[src/mclfsr_pkg.sv]
package mclfsr_pkg;

  // Register lengths and storage width
  localparam int unsigned LEN_A   = 4;
  localparam int unsigned LEN_B   = 7;
  localparam int unsigned LEN_C   = 9;
  localparam int unsigned MAX_LEN = 15;

  // Configuration port
  localparam int unsigned CFG_W     = 15;
  localparam int unsigned CFG_IDX_W = 3;

  localparam logic [CFG_IDX_W-1:0] CFG_TAPS_A = 3'd0;
  localparam logic [CFG_IDX_W-1:0] CFG_TAPS_B = 3'd1;
  localparam logic [CFG_IDX_W-1:0] CFG_TAPS_C = 3'd2;
  localparam logic [CFG_IDX_W-1:0] CFG_SEED_A = 3'd3;
  localparam logic [CFG_IDX_W-1:0] CFG_SEED_B = 3'd4;
  localparam logic [CFG_IDX_W-1:0] CFG_SEED_C = 3'd5;

  localparam logic [CFG_W-1:0] TAPS_A_RST = 15'd12;
  localparam logic [CFG_W-1:0] TAPS_B_RST = 15'd72;
  localparam logic [CFG_W-1:0] TAPS_C_RST = 15'd272;
  localparam logic [CFG_W-1:0] SEED_RST   = 15'd1;

  typedef struct packed {
    logic [CFG_W-1:0] taps_a;
    logic [CFG_W-1:0] taps_b;
    logic [CFG_W-1:0] taps_c;
    logic [CFG_W-1:0] seed_a;
    logic [CFG_W-1:0] seed_b;
    logic [CFG_W-1:0] seed_c;
  } cfg_t;

  typedef struct packed {
    logic key_bit;
    logic bit_a;
    logic bit_b;
    logic bit_c;
  } res_t;

  // Ones in the low len bits
  function automatic logic [MAX_LEN-1:0] len_mask(input int unsigned len);
    logic [MAX_LEN-1:0] m;
    m = '0;
    for (int unsigned i = 0; i < MAX_LEN; i++) begin
      m[i] = (i < len);
    end
    return m;
  endfunction

  // One Fibonacci step: shift left, parity of tapped bits enters at bit 0
  function automatic logic [MAX_LEN-1:0] lfsr_next(input logic [MAX_LEN-1:0] cur,
                                                   input logic [CFG_W-1:0]   taps,
                                                   input int unsigned        len);
    logic [MAX_LEN-1:0] m;
    logic               fb;
    m  = len_mask(len);
    fb = ^(cur & taps & m);
    return ({cur[MAX_LEN-2:0], 1'b0} & m) | {{(MAX_LEN-1){1'b0}}, fb};
  endfunction

endpackage

[src/majority_combined_lfsr_bit_generator_top.sv]
// A result appears on the output register in the cycle after its request is taken.
// Throughput: one request per cycle while the result side is not stalling; the three register
// updates and the majority vote are combinational, and the output register refills as it drains.
// Reset (rst, synchronous, active high): taps and seeds return to their defaults,
// shift registers clear, the output register empties; the first request loads seeds.
module majority_combined_lfsr_bit_generator_top (
  input  logic                               clk,
  input  logic                               rst,
  // configuration write port
  input  logic                               cfg_we,
  input  logic [mclfsr_pkg::CFG_IDX_W-1:0]   cfg_index,
  input  logic [mclfsr_pkg::CFG_W-1:0]       cfg_data,
  // request channel
  input  logic                               in_valid,
  output logic                               in_stall,
  input  logic                               reload,
  // result channel
  output logic                               out_valid,
  input  logic                               out_stall,
  output logic                               key_bit,
  output logic                               bit_a,
  output logic                               bit_b,
  output logic                               bit_c
);

  mclfsr_pkg::cfg_t cfg;
  mclfsr_pkg::res_t res;
  logic             accept;

  // Hold the request side only while a result sits in the output register and
  // the downstream side is not taking it this cycle.
  assign in_stall = out_valid && out_stall;
  assign accept   = in_valid && !in_stall;

  mclfsr_cfg u_cfg (
    .clk       (clk),
    .rst       (rst),
    .cfg_we    (cfg_we),
    .cfg_index (cfg_index),
    .cfg_data  (cfg_data),
    .cfg       (cfg)
  );

  // Advance all three shift registers on every accepted request
  mclfsr_core u_core (
    .clk    (clk),
    .rst    (rst),
    .step   (accept),
    .reload (reload),
    .cfg    (cfg),
    .res    (res)
  );

  // Output register: valid flag under reset, payload loads with each request
  always_ff @(posedge clk) begin
    if (rst) begin
      out_valid <= 1'b0;
    end else if (accept) begin
      out_valid <= 1'b1;
    end else if (!out_stall) begin
      out_valid <= 1'b0;
    end
  end

  always_ff @(posedge clk) begin
    if (accept) begin
      key_bit <= res.key_bit;
      bit_a   <= res.bit_a;
      bit_b   <= res.bit_b;
      bit_c   <= res.bit_c;
    end
  end

endmodule

[src/mclfsr_cfg.sv]
module mclfsr_cfg (
  input  logic                                 clk,
  input  logic                                 rst,
  input  logic                                 cfg_we,
  input  logic [mclfsr_pkg::CFG_IDX_W-1:0]     cfg_index,
  input  logic [mclfsr_pkg::CFG_W-1:0]         cfg_data,
  output mclfsr_pkg::cfg_t                     cfg
);

  always_ff @(posedge clk) begin
    if (rst) begin
      cfg.taps_a <= mclfsr_pkg::TAPS_A_RST;
      cfg.taps_b <= mclfsr_pkg::TAPS_B_RST;
      cfg.taps_c <= mclfsr_pkg::TAPS_C_RST;
      cfg.seed_a <= mclfsr_pkg::SEED_RST;
      cfg.seed_b <= mclfsr_pkg::SEED_RST;
      cfg.seed_c <= mclfsr_pkg::SEED_RST;
    end else if (cfg_we) begin
      unique case (cfg_index)
        mclfsr_pkg::CFG_TAPS_A: cfg.taps_a <= cfg_data;
        mclfsr_pkg::CFG_TAPS_B: cfg.taps_b <= cfg_data;
        mclfsr_pkg::CFG_TAPS_C: cfg.taps_c <= cfg_data;
        mclfsr_pkg::CFG_SEED_A: cfg.seed_a <= cfg_data;
        mclfsr_pkg::CFG_SEED_B: cfg.seed_b <= cfg_data;
        mclfsr_pkg::CFG_SEED_C: cfg.seed_c <= cfg_data;
        default: ;  // drop writes to unknown indexes
      endcase
    end
  end

endmodule

[src/mclfsr_core.sv]
module mclfsr_core (
  input  logic              clk,
  input  logic              rst,
  input  logic              step,
  input  logic              reload,
  input  mclfsr_pkg::cfg_t  cfg,
  output mclfsr_pkg::res_t  res
);

  logic [mclfsr_pkg::MAX_LEN-1:0] reg_a, reg_b, reg_c;
  logic [mclfsr_pkg::MAX_LEN-1:0] cur_a, cur_b, cur_c;
  logic [mclfsr_pkg::MAX_LEN-1:0] reg_a_next, reg_b_next, reg_c_next;
  logic                           started;
  logic                           load;

  // Load from seeds on the first step and on reload
  assign load  = !started || reload;
  assign cur_a = load ? (cfg.seed_a & mclfsr_pkg::len_mask(mclfsr_pkg::LEN_A)) : reg_a;
  assign cur_b = load ? (cfg.seed_b & mclfsr_pkg::len_mask(mclfsr_pkg::LEN_B)) : reg_b;
  assign cur_c = load ? (cfg.seed_c & mclfsr_pkg::len_mask(mclfsr_pkg::LEN_C)) : reg_c;

  assign reg_a_next = mclfsr_pkg::lfsr_next(cur_a, cfg.taps_a, mclfsr_pkg::LEN_A);
  assign reg_b_next = mclfsr_pkg::lfsr_next(cur_b, cfg.taps_b, mclfsr_pkg::LEN_B);
  assign reg_c_next = mclfsr_pkg::lfsr_next(cur_c, cfg.taps_c, mclfsr_pkg::LEN_C);

  always_comb begin
    res.bit_a   = cur_a[mclfsr_pkg::LEN_A-1];
    res.bit_b   = cur_b[mclfsr_pkg::LEN_B-1];
    res.bit_c   = cur_c[mclfsr_pkg::LEN_C-1];
    res.key_bit = (res.bit_a & res.bit_b) | (res.bit_b & res.bit_c) |
                  (res.bit_a & res.bit_c);
  end

  always_ff @(posedge clk) begin
    if (rst) begin
      started <= 1'b0;
      reg_a   <= '0;
      reg_b   <= '0;
      reg_c   <= '0;
    end else if (step) begin
      started <= 1'b1;
      reg_a   <= reg_a_next;
      reg_b   <= reg_b_next;
      reg_c   <= reg_c_next;
    end
  end

endmodule

[config.mk]
export PLATFORM = sky130hd
export DESIGN_NAME = majority_combined_lfsr_bit_generator_top
export DESIGN_NICKNAME = d
export VERILOG_FILES = /design/src/mclfsr_pkg.sv /design/src/majority_combined_lfsr_bit_generator_top.sv /design/src/mclfsr_cfg.sv /design/src/mclfsr_core.sv
export SDC_FILE = /design/constraint.sdc
export NUM_CORES = 1
export LEC_CHECK = 0
export ABC_CLOCK_PERIOD_IN_PS = 3500
export BUFFER_PORTS_ARGS = -buffer_cell sky130_fd_sc_hd__buf_2
export CELL_PAD_IN_SITES_DETAIL_PLACEMENT = 0
export CELL_PAD_IN_SITES_GLOBAL_PLACEMENT = 1
export CORE_ASPECT_RATIO = 1.1
export CORE_MARGIN = 1
export CORE_UTILIZATION = 40
export DETAILED_ROUTE_END_ITERATION = 8
export PLACE_DENSITY_LB_ADDON = 0.1
export SETUP_SLACK_MARGIN = 0.1
export SKIP_LAST_GASP = 1
export SLEW_MARGIN = 20
export SYNTH_ARGS = -nofsm -noshare
export SYNTH_HDL_FRONTEND = slang
export SYNTH_SLANG_ARGS = --single-unit
export TNS_END_PERCENT = 30
[constraint.sdc]
create_clock -name clk -period 3.5 [get_ports clk]
set_input_delay 0.525 -clock clk [delete_from_list [all_inputs] [get_ports clk]]
set_output_delay 0.525 -clock clk [all_outputs]
set_load 0.01 [all_outputs]
==> results of run 1 <==
logic make-up (layout without fill, tap and decap cells):
| group | count (synthesis) | in the layout | synth area share, % |
|---|---|---|---|
| buffers and inverters | 18 | 44 | 3.300 |
| AND/OR/NAND/NOR | 124 | 124 | 19.45 |
| adder cells (fa/ha/maj) | 1 | 1 | 0.3474 |
| AO/OA/AOI/OAI | 32 | 32 | 8.033 |
| flip-flops | 66 | 66 | 47.24 |
| XOR/XNOR | 15 | 15 | 5.037 |
| multiplexers | 47 | 47 | 16.59 |
per-stage QoR:
step           cells  hold WS (ns)  util [%]
2_1_floorplan    303        0.4272         -
3_3_place_gp     400        0.4426     43.52
3_5_place_dp     400        0.4470     43.52
4_1_cts          414        0.3952     45.71
5_1_grt          414        0.4064     45.71
6_report         414        0.4064     45.71
state kept, by name, summed over array words and instances, names as in the netlist:
| name | flops |
|---|---|
| bit_a | 1 |
| bit_c | 1 |
| bit_b | 1 |
| u_core.reg_a | 4 |
| u_cfg.cfg | 40 |
| u_core.started | 1 |
| u_core.reg_b | 7 |
| u_core.reg_c | 9 |
| out_valid | 1 |
| key_bit | 1 |
worst max-delay path, delay by kind of cell (launching register included):
| family | cells | cell delay, ns |
|---|---|---|
| AO/OA/AOI/OAI | 1 | 0.22 |
| buffers and inverters | 1 | 0.36 |
| flip-flops | 1 | 0.33 |
| AND/OR/NAND/NOR | 2 | 0.43 |
| XOR/XNOR | 3 | 0.52 |
| multiplexers | 1 | 0.27 |
final cells by class:
type | instances | area, µm² | area share [%]
multi-input combinational | 219 | 1425 | 44.49
clock inverter | 1 | 5.005 | 0.1563
inverter | 3 | 11.26 | 0.3516
timing repair buffer | 27 | 145.1 | 4.531
clock buffer | 13 | 148.9 | 4.648
sequential | 66 | 1361 | 42.50
tap | 85 | 106.4 | 3.320
worst min-delay path by stage:
stage | startpoint | end | slack (ns) | cells past startpoint
after floorplan | u_cfg.cfg[63] | u_cfg.cfg[63] | 0.43 | 1
after global placement | u_cfg.cfg[63] | u_cfg.cfg[63] | 0.44 | 1
after detailed placement | u_cfg.cfg[7] | u_cfg.cfg[7] | 0.45 | 2
after CTS | cfg_data[8] | u_cfg.cfg[53] | 0.40 | 2
after global routing | cfg_data[8] | u_cfg.cfg[53] | 0.41 | 2
final | cfg_data[8] | u_cfg.cfg[53] | 0.41 | 2
report_power, final:
group          switching [mW]  total, mW  internal, mW
Clock                   0.266      0.535         0.268
Sequential             0.0152      0.805         0.790
Combinational          0.0834      0.140        0.0564
Total                   0.365       1.48          1.11
synthesized netlist by cell type:
cell      count
a21oi_1       8
nand3_1       2
dfxtp_1      62
buf_8         1
mux2_2        5
nand3b_1      1
nor3_2        1
clkinv_1      1
nand2_1      38
a211o_1       9
nor3b_2       1
xnor2_1      11
mux2_1        1
mux2i_1      41
buf_2         1
and3_1        3
clkbuf_1      9
maj3_1        1
inv_1         2
xor2_1        3
nand2b_1      2
a21o_1        1
nor3b_1       2
buf_6         2
xnor3_1       1
edfxtp_1      4
nor2b_1      15
nor2b_4       1
a211oi_1     14
buf_1         2
nor3_1        5
nor2_1       53
metal layers:
layer / global-route usage, % / routed length [µm]
met1: 22.59 / 3069
met4: 7.328 / 82
met5: 0 / 0
met2: 30.19 / 2942
met3: 5.455 / 150
==> flow_summary.ini, run 1 <==
[status]
outcome = finished clean

[clock_tree]
cts_inserted_buffers = 9
cts_resized = 0
clkTransAtPathRegs_ns = 0.07
max-clock-path-buffers = 2
worstSkewPairLatency_ns = 0.34
clock_sinks = 66
hold_buffers = 0
post_cts_buffers = 0
htreeDepth = 3
cts_tree = yes
root_buffer = clkbuf_8

[min_path]
hold_class = in2reg

[layout]
final_cell_area_um2 = 3203
fillers = 715
antenna_cells = 0
area_growth_pct = 11.16
mostFrequentLayoutCells = dfxtp_1, nor2_1, mux2i_1
final_common_cell = dfxtp_1
final_net_count = 350
drive_above_1_share_pct = 13.98

[critical_path]
cpPeakStageDelay_ns = 0.36
crit_path_start_kind = register
crit_slowest_cell = nor2b_4
crit_fanout = 15
critPathRequiredTime_ns = 3.73
critPathKind = reg2reg
r2r_cells = 8
rr_startpoint = u_core.started
cp-end-kind = register
crit_start = u_core.started
crit_arrival_ns = 2.48
worstPathCellList = nor2b_4 > buf_4 > mux2i_1 > xor2_1 > xnor2_1 > xnor2_1 > nor2_1 > a211o_1
crit_path_end = u_core.reg_c[0]
crit_path_frequent_cell = xnor2_1
reg2reg_slack_ns = 1.25
rr_endpoint = u_core.reg_c[0]

[synth]
yosysUniqueCellTypes = 32
syn_area_per_cell_um2 = 9.510
yosys-top-cells-area = dfxtp_1, mux2i_1, nor2_1
syn_area_um2 = 2882
synth_top_area_share_pct = 43.07
synthCells = 303
yosysTopAreaCell = dfxtp_1
ys_warn_count = 0
synth_fp_nets = 327
synth_seq_area_share_pct = 47.24
synth.ff_latch_count = 66

[global_route]
antenna_found_initial = 0
grt_pass1_wl_um = 10480
grt_usage_pct = 18.41
grt_pass1_vias = 2066
grt_max_degree = 37
grt_overflow_total = 0

[sta]
setup_viol = 0
finalHoldViolations = 0
slew_violations = 0
skew_ns = 0.005492
finalCriticalPeriod_ns = 2.252
timing.fmax_mhz = 444.0
fin_setup_tns_ns = 0
setup_slack_ns = 1.248
finalCritPeriodShare_pct = 64.35
maxSlewHeadroom_pct = 40.48
worst_pin_slew_ns = 0.8880
grt_setup_unrepaired = false

[detailed_routing]
drt_wl_total_um = 6244
drc = 0
dr_total_vias = 2039
antenna_left = 0
routedWlPerCell_um = 15.08
drt-pass1-iter-count = 4
via_per_inst = 4.925
drtIter0Drc = 55

[floorplan]
ioPinCount = 30
die_h_um = 91.02
rows = 32
die_area_um2 = 7548
start_util_pct = 41.13
die_x_um = 82.93
core_area_um2 = 7007

[pwr]
power_mw = 1.480
power.density_nw_per_um2 = 462.0
leakagePower_nw = 1.256
ir_drop_uv = 208.1

[placement]
placed_area_um2 = 3049
portBuffers = 23
hpwl_um = 4133
pre_cts_ws_ns = 0.9601
gp_congestion = 0.7237

[job]
max_cap_viol_count = 0
Power figures use the tool's default switching activity.
==> inputs of run 2 (changes only) <==
- ABC_CLOCK_PERIOD_IN_PS: 3500 -> 1880
- clock period: 3.5 -> 1.88 ns (I/O delays scaled with it)
==> flow_summary.ini, run 2 (synthesized netlist as in run 1, its figures left out) <==
[layout]
largest-register = u_cfg.cfg
final_common_cell = dfxtp_1
final_net_count = 373
largest_register_ff_count = 40
fillers = 691
regArea_um2 = 1363
area_growth_pct = 21.97
multiInputGateArea_um2 = 1448
antenna_cells = 0
mostFrequentLayoutCells = dfxtp_1, nor2_1, mux2i_1
fin_cells = 439
drive_above_1_share_pct = 21.75
fin_util_pct = 50.16
final_cell_area_um2 = 3515
reg_top3 = u_cfg.cfg x40, u_core.reg_c x9, u_core.reg_b x7

[sta]
finalCriticalPeriod_ns = 1.882
maxSlewHeadroom_pct = 70.24
setup_slack_ns = -0.002483
grt_setup_unrepaired = true
setup_viol = 1
slew_violations = 0
holdWs_ns = 0.1518
timing.fmax_mhz = 531.2
fin_setup_tns_ns = -0.002483
finalHoldViolations = 0
worst_pin_slew_ns = 0.4465
skew_ns = 0.01054
finalCritPeriodShare_pct = 100.1

[status]
violations = negative setup slack
outcome = complete, but fails checks

[critical_path]
crit_fanout = 4
path_buf_inv = 2
r2r_cells = 9
path_delay_family = simple AND/OR/NAND/NOR gates
crit_arrival_ns = 2.11
rr_startpoint = u_core.started
critPathKind = reg2reg
crit_path_frequent_cell = buf_6
cpPeakStageDelay_ns = 0.37
worstPathCellList = nor2b_4 > buf_6 > buf_6 > mux2i_4 > nor2b_1 > xnor3_1 > nand2_1 > nor2_1 > a211o_1
crit_start = u_core.started
cp-end-kind = register
crit_slowest_cell = xnor3_1
crit_path_start_kind = register
reg2reg_slack_ns = -0.002
rr_endpoint = u_core.reg_c[0]
critPathRequiredTime_ns = 2.11

[min_path]
holdPathEnd = u_cfg.cfg[53]
hold_class = in2reg
holdCritStartpoint = cfg_data[8]
whs_path_depth = 2

[placement]
portBuffers = 23
hpwl_um = 4186
dp.cells = 419
placed_area_um2 = 3217
gp_congestion = 0.7103
pre_cts_ws_ns = -0.04327

[clock_tree]
worstSkewPairLatency_ns = 0.34
max-clock-path-buffers = 2
root_buffer = clkbuf_8
htreeDepth = 3
cts_tree = yes
hold_buffers = 0
clock_sinks = 66
cts_inserted_buffers = 9
clkTransAtPathRegs_ns = 0.08

[detailed_routing]
drt-pass1-iter-count = 5
dr_total_vias = 2142
drtIter0Drc = 64
antenna_left = 0
drt_wl_total_um = 6254
routedWlPerCell_um = 14.25
via_per_inst = 4.879
drc = 0

[job]
max_cap_viol_count = 0

[floorplan]
ioPinCount = 30
die_h_um = 91.02
core_area_um2 = 7007
start_util_pct = 41.13
rows = 32
die_area_um2 = 7548
die_x_um = 82.93

[global_route]
grt_pass1_wl_um = 10010
grt_max_degree = 40
grt_usage_pct = 17.57
antenna_found_initial = 0
grt_pass1_vias = 1973
grt_overflow_total = 0

[pwr]
ir_drop_uv = 436.0
power.density_nw_per_um2 = 903.8
leakagePower_nw = 1.422
power_mw = 3.177
==> run 2: cell types whose count changed in the layout (fill, tap and decap cells not counted), sizes merged <==
cell | before | now
clkbuf | 13 | 12
clkinv | 2 | 3
buf | 27 | 50
bufinv | 0 | 2
==> run 2: report_power, final <==
| group | leakage (nW) | switching (mW) | internal [mW] |
|---|---|---|---|
| clock | 0.117 | 0.552 | 0.820 |
| combinational | 0.759 | 0.163 | 0.142 |
| sequential | 0.547 | 0.0293 | 1.47 |
==> run 2: cell type report <==
class                   count  area share, %
multi-input cells         219          41.19
inverters                   3         0.3204
clock inverters             4          2.100
repair buffers             50          10.18
flip-flops and latches     66          38.77
well taps                  85          3.026
clock buffers              12          4.414
==> run 2: metal layers <==
metal / vias up / share of wire (%) / wire length, µm / global-route usage (%)
met4: 0 / 1.8 / 112 / 9.052
met3: 9 / 1.9 / 120 / 3.545
li1: 1119 / - / - / -
met2: 23 / 46 / 2908 / 28.35
met5: - / 0 / 0 / 0
met1: 991 / 50 / 3113 / 22.18
==> run 2: how the worst max path moves through the flow <==
stage / to / slack (ns) / cells past startpoint
global placement: u_core.reg_b[0] / -0.03 / 9
floorplan: u_core.reg_c[0] / 0.10 / 9
finish: u_core.reg_c[0] / -0.002 / 9
global route: u_core.reg_c[0] / -0.10 / 9
CTS: u_core.reg_b[0] / -0.01 / 8
detailed placement: u_core.reg_b[0] / -0.04 / 9
==> run 2: repair_timing <==
item | in CTS | in global routing
buffers inserted | 1 | 3
resized for setup | 1 | 9
setup endpoints to repair | 4 | 4
pin swaps | 0 | 2
